### src/pwmd_pkg.sv
`timescale 1ns / 1ps

package pwmd_pkg;

   // Widths fixed by the interface.
   localparam int TIME_W   = 16;
   localparam int CSR_IW   = 3;
   localparam int CSR_DW   = 16;
   localparam int DUTY_W   = 11;

   // Configuration register indexes.
   localparam logic [CSR_IW-1:0] REG_ACTIVE_LOW   = 3'd0;
   localparam logic [CSR_IW-1:0] REG_DIR_INVERT   = 3'd1;
   localparam logic [CSR_IW-1:0] REG_MIN_DUTY     = 3'd2;
   localparam logic [CSR_IW-1:0] REG_RAMP_STEP    = 3'd3;
   localparam logic [CSR_IW-1:0] REG_SIG_TIMEOUT  = 3'd4;
   localparam logic [CSR_IW-1:0] REG_RETRY_DELAY  = 3'd5;
   localparam logic [CSR_IW-1:0] REG_RETRY_MAX    = 3'd6;
   localparam logic [CSR_IW-1:0] REG_COAST_MS     = 3'd7;

   // Request command codes.
   localparam logic CMD_EDGE = 1'b0;
   localparam logic CMD_TICK = 1'b1;

   // Motor state codes.
   localparam logic [1:0] MS_IDLE  = 2'd0;
   localparam logic [1:0] MS_RUN   = 2'd1;
   localparam logic [1:0] MS_FAULT = 2'd2;

   // Drive direction codes.
   localparam logic [1:0] DIR_NONE = 2'd0;
   localparam logic [1:0] DIR_FWD  = 2'd1;
   localparam logic [1:0] DIR_REV  = 2'd2;

   // Consecutive good periods needed before the measurement is trusted.
   localparam logic [1:0] VALID_NEED = 2'd2;

   // Commands from the controller to the datapath.
   typedef struct packed {
      logic load;
      logic pre;
      logic mul;
      logic div_start;
      logic fin;
   } ctl_cmd_type;

   // Status from the datapath to the controller.
   typedef struct packed {
      logic need_div;
      logic div_busy;
      logic out_free;
   } ctl_sts_type;

endpackage

### src/pwmd_div.sv
`timescale 1ns / 1ps

module pwmd_div #(
   parameter int DIVIDEND_W = 26
) (
   input  logic                          clock,
   input  logic                          reset,
   input  logic                          start,
   input  logic [DIVIDEND_W-1:0]         dividend,
   input  logic [pwmd_pkg::TIME_W-1:0]   divisor,
   output logic                          busy,
   output logic [DIVIDEND_W-1:0]         quotient
);
   import pwmd_pkg::*;

   localparam int CW = $clog2(DIVIDEND_W + 1);

   logic [TIME_W-1:0]     rem_ff, rem_in;
   logic [DIVIDEND_W-1:0] quo_ff, quo_in;
   logic [TIME_W-1:0]     dsr_ff, dsr_in;
   logic [CW-1:0]         cnt_ff, cnt_in;
   logic                  busy_ff, busy_in;

   logic [TIME_W:0]       shifted;
   logic [TIME_W:0]       diff;
   logic                  fits;

   // One restoring step: bring down the next dividend bit and try the subtract.
   assign shifted = {rem_ff, quo_ff[DIVIDEND_W-1]};
   assign diff    = shifted - {1'b0, dsr_ff};
   assign fits    = (shifted >= {1'b0, dsr_ff});

   always_comb begin
      rem_in  = rem_ff;
      quo_in  = quo_ff;
      dsr_in  = dsr_ff;
      cnt_in  = cnt_ff;
      busy_in = busy_ff;
      if (start) begin
         rem_in  = '0;
         quo_in  = dividend;
         dsr_in  = divisor;
         cnt_in  = CW'(DIVIDEND_W);
         busy_in = 1'b1;
      end else if (busy_ff) begin
         rem_in = fits ? diff[TIME_W-1:0] : shifted[TIME_W-1:0];
         quo_in = {quo_ff[DIVIDEND_W-2:0], fits};
         cnt_in = cnt_ff - 1'b1;
         if (cnt_ff == CW'(1)) begin
            busy_in = 1'b0;
         end
      end
   end

   // Control state is reset; the operands need none.
   always_ff @(posedge clock) begin
      if (reset) begin
         cnt_ff  <= '0;
         busy_ff <= 1'b0;
      end else begin
         cnt_ff  <= cnt_in;
         busy_ff <= busy_in;
      end
      rem_ff <= rem_in;
      quo_ff <= quo_in;
      dsr_ff <= dsr_in;
   end

   assign busy     = busy_ff;
   assign quotient = quo_ff;

endmodule

### src/pwmd_ctrl.sv
`timescale 1ns / 1ps

module pwmd_ctrl (
   input  logic                   clock,
   input  logic                   reset,
   input  logic                   req_valid,
   output logic                   req_stall,
   output pwmd_pkg::ctl_cmd_type  cmd,
   input  pwmd_pkg::ctl_sts_type  sts
);
   import pwmd_pkg::*;

   localparam logic [2:0] S_IDLE = 3'd0;
   localparam logic [2:0] S_PRE  = 3'd1;
   localparam logic [2:0] S_MUL  = 3'd2;
   localparam logic [2:0] S_DST  = 3'd3;
   localparam logic [2:0] S_DIV  = 3'd4;
   localparam logic [2:0] S_FIN  = 3'd5;

   logic [2:0] state_ff, state_in;

   // Sequence one request through prologue, optional multiply and divide, and commit.
   always_comb begin
      state_in  = state_ff;
      cmd       = '0;
      req_stall = 1'b1;
      case (state_ff)
         S_IDLE: begin
            req_stall = 1'b0;
            if (req_valid) begin
               cmd.load = 1'b1;
               state_in = S_PRE;
            end
         end
         S_PRE: begin
            cmd.pre  = 1'b1;
            state_in = sts.need_div ? S_MUL : S_FIN;
         end
         S_MUL: begin
            cmd.mul  = 1'b1;
            state_in = S_DST;
         end
         S_DST: begin
            cmd.div_start = 1'b1;
            state_in      = S_DIV;
         end
         S_DIV: begin
            if (!sts.div_busy) begin
               state_in = S_FIN;
            end
         end
         S_FIN: begin
            if (sts.out_free) begin
               cmd.fin  = 1'b1;
               state_in = S_IDLE;
            end
         end
         default: begin
            state_in = S_IDLE;
         end
      endcase
   end

   always_ff @(posedge clock) begin
      if (reset) begin
         state_ff <= S_IDLE;
      end else begin
         state_ff <= state_in;
      end
   end

endmodule

### src/pwmd_dp.sv
`timescale 1ns / 1ps

module pwmd_dp #(
   parameter int DUTY_MAX   = 1023,
   parameter int DC_HOLD_MS = 50
) (
   input  logic                                clock,
   input  logic                                reset,
   input  logic                                csr_we,
   input  logic [pwmd_pkg::CSR_IW-1:0]         csr_index,
   input  logic [pwmd_pkg::CSR_DW-1:0]         csr_wdata,
   input  logic                                req_command,
   input  logic [pwmd_pkg::TIME_W-1:0]         req_capture_time,
   input  logic                                req_pin_level,
   input  logic                                req_dir_level,
   input  logic [1:0]                          req_motor_state,
   input  logic                                req_host_enumerated,
   output logic                                rsp_valid,
   input  logic                                rsp_stall,
   output logic                                rsp_duty_valid,
   output logic signed [pwmd_pkg::DUTY_W-1:0]  rsp_duty,
   output logic                                rsp_start_motor,
   output logic                                rsp_stop_motor,
   output logic                                rsp_clear_fault,
   output logic                                rsp_locked_out,
   input  pwmd_pkg::ctl_cmd_type               cmd,
   output pwmd_pkg::ctl_sts_type               sts
);
   import pwmd_pkg::*;

   localparam int DW = $clog2(DUTY_MAX + 1);
   localparam int HW = $clog2(DC_HOLD_MS + 1);
   localparam int PW = TIME_W + DW;
   localparam int SW = ((DW > 10) ? DW : 10) + 1;
   localparam int XW = ((DW + 1) > DUTY_W) ? (DW + 1) : DUTY_W;

   // Configuration registers.
   logic              active_low_ff;
   logic              dir_invert_ff;
   logic [9:0]        min_duty_ff;
   logic [9:0]        ramp_step_ff;
   logic [7:0]        sig_timeout_ff;
   logic [15:0]       retry_delay_ff;
   logic [7:0]        retry_max_ff;
   logic [15:0]       coast_ms_ff;

   // Latched request.
   logic              cmd_ff;
   logic [TIME_W-1:0] time_ff;
   logic              pin_ff;
   logic              dirl_ff;
   logic [1:0]        ms_ff;
   logic              host_ff;

   // Block state.
   logic              lockout_ff, lockout_in;
   logic [TIME_W-1:0] last_rise_ff, last_rise_in;
   logic              rise_seen_ff, rise_seen_in;
   logic [1:0]        valid_cnt_ff, valid_cnt_in;
   logic [7:0]        sig_timer_ff, sig_timer_in;
   logic [TIME_W-1:0] high_ff, high_in;
   logic [TIME_W-1:0] period_ff, period_in;
   logic [HW-1:0]     hold_ff, hold_in;
   logic [DW-1:0]     applied_ff, applied_in;
   logic [1:0]        drive_dir_ff, drive_dir_in;
   logic [15:0]       coast_ff, coast_in;
   logic [7:0]        retry_cnt_ff, retry_cnt_in;
   logic [15:0]       retry_tmr_ff, retry_tmr_in;

   // Product and result registers.
   logic [PW-1:0]     prod_ff;
   logic              rsp_valid_ff, rsp_valid_in;
   logic              o_dv_ff, o_dv_in;
   logic [DUTY_W-1:0] o_duty_ff, o_duty_in;
   logic              o_start_ff, o_start_in;
   logic              o_stop_ff, o_stop_in;
   logic              o_clear_ff, o_clear_in;
   logic              o_lock_ff, o_lock_in;

   // Working signals.
   logic              act;
   logic              is_tick;
   logic [HW-1:0]     hold_nx;
   logic [7:0]        timer_nx;
   logic [TIME_W-1:0] pulse;
   logic [TIME_W-1:0] per;
   logic [PW-1:0]     quo;
   logic              div_busy;
   logic              hold_full;
   logic              meas_bad;
   logic              q_low;
   logic [DW-1:0]     desired;
   logic [SW-1:0]     ramp_sum;
   logic [DW-1:0]     ramped;
   logic              out_free;
   logic              do_release;
   logic              do_stop;
   logic [1:0]        stop_ms;
   logic [1:0]        ms_eff;
   logic              go_on;
   logic [1:0]        reqdir;
   logic [DW-1:0]     app_new;
   logic [XW-1:0]     mag;
   logic [XW-1:0]     neg;

   // Tick prologue: DC-high hold count and signal timeout countdown.
   assign act     = pin_ff ^ active_low_ff;
   assign is_tick = !lockout_ff && !host_ff && (cmd_ff == CMD_TICK);
   assign hold_nx = !act ? '0 :
                    (hold_ff < HW'(DC_HOLD_MS)) ? hold_ff + 1'b1 : hold_ff;
   assign timer_nx = (sig_timer_ff != '0) ? sig_timer_ff - 1'b1 : sig_timer_ff;

   // A quotient is needed only for a trusted measurement without a DC hold.
   assign sts.need_div = is_tick && (hold_nx < HW'(DC_HOLD_MS)) && (timer_nx != '0) &&
                         (valid_cnt_ff == VALID_NEED) && (period_ff != '0);

   // Pulse width times full scale, then divided by the period.
   assign pulse = active_low_ff ? (period_ff - high_ff) : high_ff;
   assign per   = time_ff - last_rise_ff;

   always_ff @(posedge clock) begin
      if (cmd.mul) begin
         prod_ff <= PW'(pulse) * PW'(DUTY_MAX);
      end
   end

   pwmd_div #(
      .DIVIDEND_W (PW)
   ) u_div (
      .clock    (clock),
      .reset    (reset),
      .start    (cmd.div_start),
      .dividend (prod_ff),
      .divisor  (period_ff),
      .busy     (div_busy),
      .quotient (quo)
   );

   assign sts.div_busy = div_busy;
   assign out_free     = !rsp_valid_ff || !rsp_stall;
   assign sts.out_free = out_free;

   // Target duty and the ramp toward it.
   assign hold_full = (hold_ff >= HW'(DC_HOLD_MS));
   assign meas_bad  = !hold_full && ((sig_timer_ff == '0) || (valid_cnt_ff != VALID_NEED) ||
                                     (period_ff == '0));
   assign q_low     = (quo <= PW'(min_duty_ff));
   assign desired   = (hold_full || (quo > PW'(DUTY_MAX))) ? DW'(DUTY_MAX) : quo[DW-1:0];
   assign ramp_sum  = SW'(applied_ff) + SW'(ramp_step_ff);
   assign ramped    = (applied_ff >= desired) ? desired :
                      (ramp_sum > SW'(desired)) ? desired : ramp_sum[DW-1:0];
   assign reqdir    = (dirl_ff ^ dir_invert_ff) ? DIR_FWD : DIR_REV;

   // Next state of the block and the result of the request.
   always_comb begin
      lockout_in   = lockout_ff;
      last_rise_in = last_rise_ff;
      rise_seen_in = rise_seen_ff;
      valid_cnt_in = valid_cnt_ff;
      sig_timer_in = sig_timer_ff;
      high_in      = high_ff;
      period_in    = period_ff;
      hold_in      = hold_ff;
      applied_in   = applied_ff;
      drive_dir_in = drive_dir_ff;
      coast_in     = coast_ff;
      retry_cnt_in = retry_cnt_ff;
      retry_tmr_in = retry_tmr_ff;
      rsp_valid_in = rsp_valid_ff && rsp_stall;
      o_dv_in      = o_dv_ff;
      o_duty_in    = o_duty_ff;
      o_start_in   = o_start_ff;
      o_stop_in    = o_stop_ff;
      o_clear_in   = o_clear_ff;
      o_lock_in    = o_lock_ff;
      do_release   = 1'b0;
      do_stop      = 1'b0;
      stop_ms      = ms_ff;
      ms_eff       = ms_ff;
      go_on        = 1'b0;
      app_new      = ramped;
      mag          = '0;
      neg          = '0;

      if (cmd.pre && is_tick) begin
         hold_in      = hold_nx;
         sig_timer_in = timer_nx;
      end

      if (cmd.fin) begin
         rsp_valid_in = 1'b1;
         o_dv_in      = 1'b0;
         o_duty_in    = '0;
         o_start_in   = 1'b0;
         o_stop_in    = 1'b0;
         o_clear_in   = 1'b0;

         if (lockout_ff) begin
            // Locked out: nothing but the lock flag.
         end else if (host_ff) begin
            lockout_in = 1'b1;
            do_release = 1'b1;
         end else if (cmd_ff == CMD_EDGE) begin
            // Capture edge: rising edges measure the period, falling the high time.
            sig_timer_in = sig_timeout_ff;
            if (pin_ff) begin
               if (rise_seen_ff) begin
                  if ((per != '0) && (high_ff < per)) begin
                     period_in = per;
                     if (valid_cnt_ff < VALID_NEED) begin
                        valid_cnt_in = valid_cnt_ff + 1'b1;
                     end
                  end else begin
                     valid_cnt_in = '0;
                  end
               end
               last_rise_in = time_ff;
               rise_seen_in = 1'b1;
            end else if (rise_seen_ff) begin
               high_in = per;
            end
         end else if (meas_bad) begin
            // Signal lost or untrusted: hold the drive off, release if the pin is idle.
            if (act) begin
               do_stop = 1'b1;
            end else begin
               do_release = 1'b1;
            end
         end else if (!hold_full && q_low) begin
            do_release = 1'b1;
         end else begin
            go_on = 1'b1;
            if (ms_ff == MS_FAULT) begin
               // Fault recovery: wait out the delay, then clear a limited number of times.
               if (retry_tmr_ff != '0) begin
                  retry_tmr_in = retry_tmr_ff - 1'b1;
                  go_on        = 1'b0;
               end else if (retry_cnt_ff >= retry_max_ff) begin
                  go_on = 1'b0;
               end else begin
                  app_new      = '0;
                  o_clear_in   = 1'b1;
                  retry_cnt_in = retry_cnt_ff + 1'b1;
                  retry_tmr_in = retry_delay_ff;
                  ms_eff       = MS_IDLE;
               end
            end
            applied_in = app_new;
            stop_ms    = ms_eff;
            if (go_on) begin
               // Coast on a reversal, otherwise issue the signed duty.
               if (coast_ff != '0) begin
                  coast_in = coast_ff - 1'b1;
                  do_stop  = 1'b1;
               end else if ((app_new != '0) && (drive_dir_ff != DIR_NONE) &&
                            (reqdir != drive_dir_ff)) begin
                  coast_in = coast_ms_ff;
                  do_stop  = 1'b1;
               end else begin
                  mag          = XW'(app_new);
                  neg          = '0 - mag;
                  o_dv_in      = 1'b1;
                  o_duty_in    = (reqdir == DIR_FWD) ? mag[DUTY_W-1:0] : neg[DUTY_W-1:0];
                  o_start_in   = (ms_eff == MS_IDLE);
                  drive_dir_in = reqdir;
               end
            end
         end

         // Release clears the measurement and recovery state, then stops.
         if (do_release) begin
            last_rise_in = '0;
            rise_seen_in = 1'b0;
            valid_cnt_in = '0;
            sig_timer_in = '0;
            hold_in      = '0;
            retry_cnt_in = '0;
            retry_tmr_in = '0;
            coast_in     = '0;
            high_in      = '0;
            period_in    = '0;
            do_stop      = 1'b1;
         end

         // Stop motion: zero the drive and issue a zero duty.
         if (do_stop) begin
            applied_in   = '0;
            drive_dir_in = DIR_NONE;
            o_dv_in      = 1'b1;
            o_duty_in    = '0;
            o_stop_in    = (stop_ms == MS_RUN);
         end

         o_lock_in = lockout_in;
      end
   end

   // Configuration writes.
   always_ff @(posedge clock) begin
      if (reset) begin
         active_low_ff  <= 1'b0;
         dir_invert_ff  <= 1'b0;
         min_duty_ff    <= 10'd20;
         ramp_step_ff   <= 10'd5;
         sig_timeout_ff <= 8'd50;
         retry_delay_ff <= 16'd500;
         retry_max_ff   <= 8'd3;
         coast_ms_ff    <= 16'd200;
      end else if (csr_we) begin
         case (csr_index)
            REG_ACTIVE_LOW:  active_low_ff  <= csr_wdata[0];
            REG_DIR_INVERT:  dir_invert_ff  <= csr_wdata[0];
            REG_MIN_DUTY:    min_duty_ff    <= csr_wdata[9:0];
            REG_RAMP_STEP:   ramp_step_ff   <= csr_wdata[9:0];
            REG_SIG_TIMEOUT: sig_timeout_ff <= csr_wdata[7:0];
            REG_RETRY_DELAY: retry_delay_ff <= csr_wdata[15:0];
            REG_RETRY_MAX:   retry_max_ff   <= csr_wdata[7:0];
            REG_COAST_MS:    coast_ms_ff    <= csr_wdata[15:0];
            default: begin
            end
         endcase
      end
   end

   // Request latch.
   always_ff @(posedge clock) begin
      if (cmd.load) begin
         cmd_ff  <= req_command;
         time_ff <= req_capture_time;
         pin_ff  <= req_pin_level;
         dirl_ff <= req_dir_level;
         ms_ff   <= req_motor_state;
         host_ff <= req_host_enumerated;
      end
   end

   // Block state and result valid.
   always_ff @(posedge clock) begin
      if (reset) begin
         lockout_ff   <= 1'b0;
         last_rise_ff <= '0;
         rise_seen_ff <= 1'b0;
         valid_cnt_ff <= '0;
         sig_timer_ff <= '0;
         high_ff      <= '0;
         period_ff    <= '0;
         hold_ff      <= '0;
         applied_ff   <= '0;
         drive_dir_ff <= DIR_NONE;
         coast_ff     <= '0;
         retry_cnt_ff <= '0;
         retry_tmr_ff <= '0;
         rsp_valid_ff <= 1'b0;
      end else begin
         lockout_ff   <= lockout_in;
         last_rise_ff <= last_rise_in;
         rise_seen_ff <= rise_seen_in;
         valid_cnt_ff <= valid_cnt_in;
         sig_timer_ff <= sig_timer_in;
         high_ff      <= high_in;
         period_ff    <= period_in;
         hold_ff      <= hold_in;
         applied_ff   <= applied_in;
         drive_dir_ff <= drive_dir_in;
         coast_ff     <= coast_in;
         retry_cnt_ff <= retry_cnt_in;
         retry_tmr_ff <= retry_tmr_in;
         rsp_valid_ff <= rsp_valid_in;
      end
   end

   // Result payload.
   always_ff @(posedge clock) begin
      o_dv_ff    <= o_dv_in;
      o_duty_ff  <= o_duty_in;
      o_start_ff <= o_start_in;
      o_stop_ff  <= o_stop_in;
      o_clear_ff <= o_clear_in;
      o_lock_ff  <= o_lock_in;
   end

   assign rsp_valid       = rsp_valid_ff;
   assign rsp_duty_valid  = o_dv_ff;
   assign rsp_duty        = $signed(o_duty_ff);
   assign rsp_start_motor = o_start_ff;
   assign rsp_stop_motor  = o_stop_ff;
   assign rsp_clear_fault = o_clear_ff;
   assign rsp_locked_out  = o_lock_ff;

`ifndef ASSERT_OFF
   a_lock_sticky: assert property (@(posedge clock) disable iff (reset)
      lockout_ff |=> lockout_ff)
      else $error("lockout flag dropped without reset");

   a_duty_needs_valid: assert property (@(posedge clock) disable iff (reset)
      (rsp_valid && (rsp_duty != '0)) |-> rsp_duty_valid)
      else $error("nonzero duty without duty_valid");

   a_start_stop_excl: assert property (@(posedge clock) disable iff (reset)
      rsp_valid |-> !(rsp_start_motor && rsp_stop_motor))
      else $error("start and stop requested together");

   a_valid_cnt_sat: assert property (@(posedge clock) disable iff (reset)
      valid_cnt_ff <= VALID_NEED)
      else $error("valid count above saturation");

   a_applied_range: assert property (@(posedge clock) disable iff (reset)
      applied_ff <= DW'(DUTY_MAX))
      else $error("applied duty above full scale");
`endif

endmodule

### src/pwm_input_to_motor_duty.sv
`timescale 1ns / 1ps
// Sequence: a request accepted in IDLE is latched and passes PRE; edge, lockout and
// non-dividing tick requests then go to FIN, while ticks that compute a duty pass
// MUL, DST and DIV first, the restoring divider yielding one quotient bit per cycle.
// FIN loads the result register once the output is free. One request at a time: the
// next is accepted after the result is loaded; a waiting result does not block it.
// Reset is synchronous and active high: control and block state clear, CSRs default.

module pwm_input_to_motor_duty #(
   parameter int DUTY_MAX   = 1023,
   parameter int DC_HOLD_MS = 50
) (
   input  logic                                clock,
   input  logic                                reset,
   input  logic                                csr_we,
   input  logic [pwmd_pkg::CSR_IW-1:0]         csr_index,
   input  logic [pwmd_pkg::CSR_DW-1:0]         csr_wdata,
   input  logic                                req_valid,
   output logic                                req_stall,
   input  logic                                req_command,
   input  logic [pwmd_pkg::TIME_W-1:0]         req_capture_time,
   input  logic                                req_pin_level,
   input  logic                                req_dir_level,
   input  logic [1:0]                          req_motor_state,
   input  logic                                req_host_enumerated,
   output logic                                rsp_valid,
   input  logic                                rsp_stall,
   output logic                                rsp_duty_valid,
   output logic signed [pwmd_pkg::DUTY_W-1:0]  rsp_duty,
   output logic                                rsp_start_motor,
   output logic                                rsp_stop_motor,
   output logic                                rsp_clear_fault,
   output logic                                rsp_locked_out
);
   import pwmd_pkg::*;

   ctl_cmd_type cmd;
   ctl_sts_type sts;

   // Sequencer.
   pwmd_ctrl u_ctrl (
      .clock     (clock),
      .reset     (reset),
      .req_valid (req_valid),
      .req_stall (req_stall),
      .cmd       (cmd),
      .sts       (sts)
   );

   // Measurement, duty computation and result register.
   pwmd_dp #(
      .DUTY_MAX   (DUTY_MAX),
      .DC_HOLD_MS (DC_HOLD_MS)
   ) u_dp (
      .clock               (clock),
      .reset               (reset),
      .csr_we              (csr_we),
      .csr_index           (csr_index),
      .csr_wdata           (csr_wdata),
      .req_command         (req_command),
      .req_capture_time    (req_capture_time),
      .req_pin_level       (req_pin_level),
      .req_dir_level       (req_dir_level),
      .req_motor_state     (req_motor_state),
      .req_host_enumerated (req_host_enumerated),
      .rsp_valid           (rsp_valid),
      .rsp_stall           (rsp_stall),
      .rsp_duty_valid      (rsp_duty_valid),
      .rsp_duty            (rsp_duty),
      .rsp_start_motor     (rsp_start_motor),
      .rsp_stop_motor      (rsp_stop_motor),
      .rsp_clear_fault     (rsp_clear_fault),
      .rsp_locked_out      (rsp_locked_out),
      .cmd                 (cmd),
      .sts                 (sts)
   );

endmodule
### config.mk
export PLATFORM = sky130hd
export DESIGN_NAME = pwm_input_to_motor_duty
export DESIGN_NICKNAME = d
export VERILOG_FILES = /design/src/pwmd_pkg.sv /design/src/pwmd_div.sv /design/src/pwmd_ctrl.sv /design/src/pwmd_dp.sv /design/src/pwm_input_to_motor_duty.sv
export SDC_FILE = /design/constraint.sdc
export NUM_CORES = 1
export LEC_CHECK = 0
export ABC_CLOCK_PERIOD_IN_PS = 8500
export BUFFER_PORTS_ARGS = -buffer_cell sky130_fd_sc_hd__clkbuf_2
export CORE_ASPECT_RATIO = 0.8
export CORE_MARGIN = 3
export CORE_UTILIZATION = 35
export DETAILED_ROUTE_END_ITERATION = 8
export PLACE_DENSITY = 0.55
export SETUP_SLACK_MARGIN = 0.4
export SLEW_MARGIN = 5
export SYNTH_ARGS = -nofsm -noshare
export SYNTH_HDL_FRONTEND = slang
export SYNTH_SLANG_ARGS = --single-unit
export TNS_END_PERCENT = 50
### constraint.sdc
create_clock -name clock -period 8.5 [get_ports clock]
set_input_delay 0.85 -clock clock [delete_from_list [all_inputs] [get_ports clock]]
set_output_delay 0.85 -clock clock [all_outputs]
set_load 0.1 [all_outputs]
==> Yosys cells after proc, flatten, opt, wreduce, memory -nomap -nowiden <==
Cells that the tools add are included.
{ "totals": {"ff_bits": 320, "latchBits": 0, "ramBits": 0, "romBits": 0, "output_inout_bits": 18, "mem_count": 0} }
{ "op_classes": {"add_sub_neg": 12, "mul": 1, "n_div": 0, "magnitude_cmp": 11, "eq_ne": 38, "shifts": 0, "muxes": 174, "n_bitwise": 5, "reduce_logical": 68} }
{ "ops": {"columns": ["operator", "n"], "rows": [
  ["$mux 16", 38],
  ["$mux 10", 19],
  ["$mux 8", 16],
  ["$mux 2", 33],
  ["$reduce_bool 16->1", 4],
  ["$mux 1", 54],
  ["$mux 26", 2],
  ["$sub 16x16->16", 3],
  ["$ne 2x2->1 const B", 17],
  ["$sub 16x1->16 const B", 2],
  ["$mux 6", 5],
  ["$gt 26x10->1 const B", 1],
  ["$le 26x10->1", 1],
  ["$mul 16x10->26 const B", 1],
  ["$reduce_bool 2->1", 10],
  ["$eq 3x3->1 const B", 6],
  ["$pmux 3 s6", 1],
  ["$reduce_and 9->1", 2],
  ["$ge 17x16->1", 1],
  ["$logic_not 16->1", 1],
  ["$lt 16x16->1", 1],
  ["$reduce_and 2->1", 8],
  ["$reduce_and 8->1", 2],
  ["$reduce_bool 8->1", 2],
  ["other kinds (43)", 79]
]} }

==> Depth between registers and ports, before layout <==
Gate-level depths: netlist of the first run.
{ "depth": {"word_depth": 30, "depth_mapped": 33, "mapped_depth_nobuf": 33} }

==> By module <==
Synthesis of the first run repeated with hierarchy kept, for this count alone.
{ "hier_totals": {"hier_cells": 2371, "area_unflattened_um2": 21468.1} }
{ "modules_own_cells": {"columns": ["mod", "n_inst", "cells_each", "area_per_inst_um2", "seq_area_each_um2"], "rows": [
  ["pwmd_dp", 1, 2007, 17690.7, 5705.5],
  ["pwmd_div", 1, 336, 3570.9, 1701.6],
  ["pwmd_ctrl", 1, 28, 206.4, 60.1]
]} }

==> Least setup slack after synthesis of the first run <==
OpenSTA, ideal clock, no wires.
{ "synth_timing": {"path_kind": "reg2reg", "startpoint": "register u_dp.high_ff[0]", "endpoint": "register u_dp.prod_ff[25], data pin", "arrival_ps": 7369, "t_required_ps": 8239, "path_slack_ps": 870, "path_stages_with_launch": 30, "n_path_buf": 0, "synth_period_minus_slack_ps": 7630, "path_cell_list": "dfxtp_1 > ha_1 > inv_1 > fa_1 > a21o_1 > a21oi_1 > o21ai_0 > a21oi_1 > o21bai_1 > a21oi_1 > o21bai_1 > a21o_1 > a2111oi_0 > o31ai_1 > a2111o_1 > fa_1 > fa_1 > inv_1 > fa_1 > inv_1 > fa_1 > fa_1 > ha_1 > nand3_1 > a211oi_1 > o31ai_1 > o211ai_1 > o21ai_0 > o21ai_0 > xnor2_1"} }
{ "synth_between": {"elab_chain_len": 3} }
{ "synth_lines": {"columns": ["item", "line", "source"], "rows": [
  ["from (decl)", "pwmd_dp.sv:61", "logic [TIME_W-1:0] high_ff, high_in;"],
  ["from (signal assigned)", "pwmd_dp.sv:360", "high_ff <= high_in;"],
  ["$sub 16x16->16", "pwmd_dp.sv:118", "assign pulse = active_low_ff ? (period_ff - high_ff) : high_ff;"],
  ["$mux 16 (*)", "pwmd_dp.sv:118", null],
  ["$mul 16x10->26 (*)", "pwmd_dp.sv:123", "prod_ff <= PW'(pulse) * PW'(DUTY_MAX);"],
  ["to (signal assigned)", "pwmd_dp.sv:123", null],
  ["to (decl)", "pwmd_dp.sv:71", "logic [PW-1:0] prod_ff;"]
]} }
Every way passes the cells marked *; elsewhere a longest branch is shown, timed or not.
A chain may end at the register's enable or synchronous reset.

==> Worst setup path in the final report of the first run <==
{ "layout_timing": {"startpoint": "register u_dp.high_ff[0]", "endpoint": "register u_dp.prod_ff[24], data pin"} }
The elaborated chain is that of the path after synthesis.

==> results.cfg, run 1 <==
[routing]
vias = 17200
final_antenna_net_count = 0
wire_per_inst_um = 16.7
dr.pass1.iters = 5
viasPerCell = 5.22
routed_wl_mm = 54.9
drc_errors = 0
drt_iter0_markers = 1202

[floorplan]
start_util_pct = 35.5
die_w_um = 282
dieArea_sq_mm = 0.0637
die_y_um = 226
io_pins = 64
coreArea_sq_mm = 0.0599
rows = 80

[layout]
nets = 2785
fillCellCount = 6054
n_antenna_cell = 0
design_area_sq_mm = 0.0236
multiInputGateArea_sq_mm = 0.0127
stdcell_count = 3287
syn2layout_area_growth_pct = 11.2
drive_gt1_share_pct = 8.65
regArea_sq_mm = 0.00747

[sta]
rsz0062_at_grt = false
drv_slew = 0
fin_ws_ns = 0.843
relSlewSlack_pct = 18.3
skew_ns = 0.0294
period_needed_ns = 7.66
setup_tns_ns = 0
max_freq_mhz = 131
period_share_pct = 90.1
final_hold_viol_count = 0
worst_pin_slew_ns = 1.23
holdWs_ns = 0.450
setup_violations = 0

[outcome]
status = completed

[worst_hold_path]
hold_path.class = register to register

[job]
drv_cap = 0

[setup_path]
worst-path-max-fanout = 4
endpoint_kind = register
path_common_cell = fa_1
crit_required_ns = 8.80
critPathLaunchType = register
cp.arrival_ns = 7.96
crit_type = register to register
crit_slowest_cell = fa_1
slowest_delay_ns = 0.56
crit_buf_inv = 5
crit_family = adder cells

[clock_tree]
cts_tree = yes
cts-root-buf = clkbuf_16
cts_buffers = 37
clock-sinks = 320
htree_levels = 2
clk_pin_slew_ns = 0.06
worstSkewPairLatency_ns = 0.57
clockBufferDepth = 3

[yosys]
synth-edff-count = 106
synth_cell_type_count = 83
syn_nets = 2759
ys.flop_type = dfxtp_1
synthArstFlopShare_pct = 0
synth_top_cell_by_area = dfxtp_1
synthTopCellsByArea = dfxtp_1 20%, edfxtp_1 15%, ha_1 10%
synth.most_common_cell = nand2_1
yosys_register_bits = 320
ys_seq_area_share_pct = 35.1
yosysWarnings = 0
netlist_instances = 2453
ys_top_cells_by_count = 339 x nand2_1, 219 x a21oi_1, 214 x dfxtp_1, 208 x inv_1, 191 x nor2_1
synth_top_cell_area_share_pct = 20.2
synth.avg_cell_area_sq_um = 8.67
netlist_area_sq_mm = 0.0213

[placed_design]
dpl.cell_count = 3217
pre_cts_ws_ns = 0.178
gp_congestion = 0.860
dpl-instance-area_sq_mm = 0.0223
place_hpwl_mm = 40.4
portBuffers = 63

[global_routing]
overflow = 0
grtUsageTotal_pct = 17.2
grt_max_degree = 86
grt_first_pass_wirelength_mm = 88.3
grt_pass1_vias = 16300
antenna_found_initial = 1

[power]
leakage_nw = 9.78
worst_ir_drop_vdd_v = 0.000131
p_per_area_mw_per_mm2 = 174
[where the power goes]
group	internal, mW	switching (mW)
sequential	1.64	0.0446
clock	0.925	0.677
combinational	0.295	0.522
[cell families after synthesis]
group | after synthesis | share of synthesized area, %
simple gates | 892 | 19.4
compound gates | 542 | 16.0
flops | 320 | 35.1
buf+inv | 310 | 5.63
fa+ha+maj | 261 | 18.4
xor+xnor | 92 | 3.79
mux | 36 | 1.71
[timing repair]
item,4_1_cts,5_1_grt
pin swaps,0,5
setup buffers,0,2
hold buffers,0,0
endpoints found under the setup margin,2,8
hold endpoints to repair,0,0
resized for setup,4,19
[cell usage in the layout (no fill, tap or decap), types with 14 or more instances in the layout]
master and instances:
nand2_1 339, a21oi_1 215, dfxtp_1 214, inv_1 208, nor2_1 189, ha_1 173, o21ai_0 107, edfxtp_1 106
nand3_1 89, fa_1 84, nor3_1 81, xnor2_1 62, clkbuf_2 62, clkbuf_16 38, or3_1 35, mux2i_1 34
xor2_1 30, nor4_1 29, a21o_1 28, buf_4 26, nand4_1 23, o21a_1 22, nor2b_1 19, nand2b_1 19
a31o_2 18, o2111ai_1 14
[path summary, 6_finish.rpt]
path / slack [ns] / cells after the start / to / start
max reg2reg: 0.84 / 31 / u_dp.prod_ff[24] / u_dp.high_ff[0]
min reg2reg: 0.45 / 2 / u_dp.last_rise_ff[10] / u_dp.last_rise_ff[10]
min: 0.45 / 2 / u_dp.last_rise_ff[10] / u_dp.last_rise_ff[10]
max: 0.84 / 31 / u_dp.prod_ff[24] / u_dp.high_ff[0]
[cell type report]
class,count,area share [%]
clock buffer,49,4.37
clock inverter,19,0.741
inverter,209,3.32
multi-input combinational,1823,53.7
sequential,320,31.6
tap,779,4.12
timing repair buffer,88,2.14
[per-stage QoR]
| stage | utilization [%] | power [mW] |
|---|---|---|
| final | 39.5 | 4.10 |
| after global routing | 39.5 | 4.33 |
| after detailed placement | 37.3 | 2.52 |
| after global placement | 37.3 | 2.51 |
| after floorplan | - | 2.32 |
| after CTS | 39.3 | 4.15 |
[routing by layer]
layer / GRT usage, % / wire length (um) / vias to the layer above / part of all wire [%]
met2: 24.7 / 22400 / 348 / 41
li1: - / - / 8626 / -
met3: 2.59 / 2590 / 64 / 4.7
met5: 0 / 0 / - / 0
met1: 26.6 / 28800 / 8127 / 52
met4: 4.24 / 1060 / 0 / 1.9
[tightest hold or removal path, stage by stage, from the launching register on]
cell and delay, ns:
dfxtp_1 0.31, nand2_1 0.05, a21oi_1 0.05
No activity file was read; power rests on OpenSTA's default activity.
==> run 2, diff against run 1 <==
CORE_UTILIZATION = 45   (was 35)
PLACE_DENSITY = 0.66   (was 0.55)
==> results.cfg, run 2 (synthesis gave the netlist of run 1 again) <==
[sta]
relSlewSlack_pct = 14.9
holdWs_ns = 0.449
skew_ns = 0.0246
setup_violations = 0
worst_pin_slew_ns = 1.27
final_hold_viol_count = 0
drv_slew = 0
setup_tns_ns = 0
rsz0062_at_grt = false
max_freq_mhz = 129
period_needed_ns = 7.77
period_share_pct = 91.5

[routing]
drt_iter0_markers = 1373
drc_errors = 0
wire_per_inst_um = 16.9
vias = 17500
final_antenna_net_count = 0
viasPerCell = 5.62
routed_wl_mm = 52.8
dr.pass1.iters = 7

[clock_tree]
cts_tree = yes
clockBufferDepth = 3
cts-root-buf = clkbuf_16
htree_levels = 2
clock-sinks = 320
worstSkewPairLatency_ns = 0.55
cts_buffers = 36
clk_pin_slew_ns = 0.06
ctsHoldBuffers = 0

[placed_design]
gp_congestion = 0.869
place_hpwl_mm = 39.0
portBuffers = 63

[setup_path]
crit_slowest_cell = fa_2
worst-path-max-fanout = 4
startpoint = u_dp.high_ff[0]
rr_endpoint = u_dp.prod_ff[24]
reg2reg_depth = 31
critPathLaunchType = register
cp.depth = 31
crit_type = register to register
crit_buf_inv = 5
reg2reg_slack_ns = 0.73
slowest_delay_ns = 0.58
crit_family = adder cells
endpoint_kind = register
cp.arrival_ns = 8.06
r2r_start = u_dp.high_ff[0]
crit_required_ns = 8.78
crit_path_end = u_dp.prod_ff[24]

[global_routing]
gr-usage-met3_pct = 2.93
overflow = 0
grt-busiest-layer = met1
grt_first_pass_wirelength_mm = 86.8
grt_pass1_vias = 16700
grtUsageTotal_pct = 20.8
grt_max_degree = 85
met2_usage_pct = 31.1
grt_util_met1_pct = 31.8
antenna_found_initial = 0

[layout]
syn2layout_area_growth_pct = 9.99
nets = 2782
mostFrequentLayoutCells = 339 x nand2_1, 216 x a21oi_1, 214 x dfxtp_1
n_antenna_cell = 0
drive_gt1_share_pct = 8.39
layout_commonest_cell = nand2_1

[floorplan]
die_w_um = 249
die_y_um = 200
coreArea_sq_mm = 0.0462
io_pins = 64
rows = 70
dieArea_sq_mm = 0.0499
start_util_pct = 46.1

[power]
seq_power_share_pct = 41.3
clock_power_share_pct = 38.7
leakage_nw = 9.76
switching_share_pct = 30.1
p_total_mw = 4.07
worst_ir_drop_vdd_v = 0.000155
pwr-share-comb_pct = 20.0
p_int_mw = 2.85
switchingPower_mw = 1.22
p_per_area_mw_per_mm2 = 174

[job]
drv_cap = 0

[outcome]
status = completed

[worst_hold_path]
hold_path.class = register to register
run 2: final cells by class:
type,count,area [sq um]
Sequential cell,320,7470
Inverter,209,785
Multi-Input combinational cell,1823,12700
Fill cell,4271,22800
Clock buffer,47,982
Tap cell,612,766
Timing Repair Buffer,86,490
Clock inverter,19,198
run 2: power groups by stage:
stage | registers [mW] | clock network, mW | logic, mW
floorplan | 1.73 | 0 | 0.596
global placement | 1.71 | 0 | 0.778
detailed placement | 1.71 | 0 | 0.797
CTS | 1.68 | 1.61 | 0.804
global route | 1.69 | 1.67 | 0.917
finish | 1.68 | 1.57 | 0.816
run 2: worst min path at each step:
stage | cells past startpoint | to | from | slack, ns
2_1_floorplan | 2 | u_dp.last_rise_ff[10] | u_dp.last_rise_ff[10] | 0.43
3_3_place_gp | 2 | u_dp.last_rise_ff[5] | u_dp.last_rise_ff[5] | 0.44
3_5_place_dp | 2 | u_dp.last_rise_ff[11] | u_dp.last_rise_ff[11] | 0.44
4_1_cts | 2 | u_dp.last_rise_ff[11] | u_dp.last_rise_ff[11] | 0.45
5_1_grt | 1 | u_dp.ms_ff[0] | req_motor_state[0] | 0.46
6_report | 2 | u_dp.last_rise_ff[8] | u_dp.last_rise_ff[8] | 0.45
run 2: worst reg2reg max path, delay by kind of cell (launching register included):
kind / cells / cell delay, ns
AOI/OAI and AO/OA: 15 / 2.92
and+or+nand+nor: 2 / 0.41
buffers and inverters: 5 / 0.44
xor gates and xnor gates: 1 / 0.09
DFF: 1 / 0.38
adders and majority gates: 8 / 3.28
run 2: per-layer routing:
metal	vias to the layer above	part of all wire, %
met5	-	0
met4	0	1.8
met3	81	6.0
met2	456	42
met1	8360	50
li1	8625	-
run 2: metrics by stage:
| stage | utilization, % | cell area [sq um] | setup WS [ns] | cells |
|---|---|---|---|---|
| after floorplan | - | 21300 | 0.870 | 2453 |
| after global placement | 47.9 | 22100 | 0.489 | 3049 |
| after detailed placement | 47.9 | 22100 | 0.238 | 3049 |
| after CTS | 50.5 | 23300 | 0.436 | 3115 |
| after global routing | 50.7 | 23400 | 0.363 | 3116 |
| final | 50.7 | 23400 | 0.726 | 3116 |
run 2: timing repair:
item	CTS	global route
resized for setup	3	20
buffers inserted	0	1
cloned	0	0
pin swaps	0	4
endpoints found under the hold margin	0	0
endpoints found under the setup margin	2	9
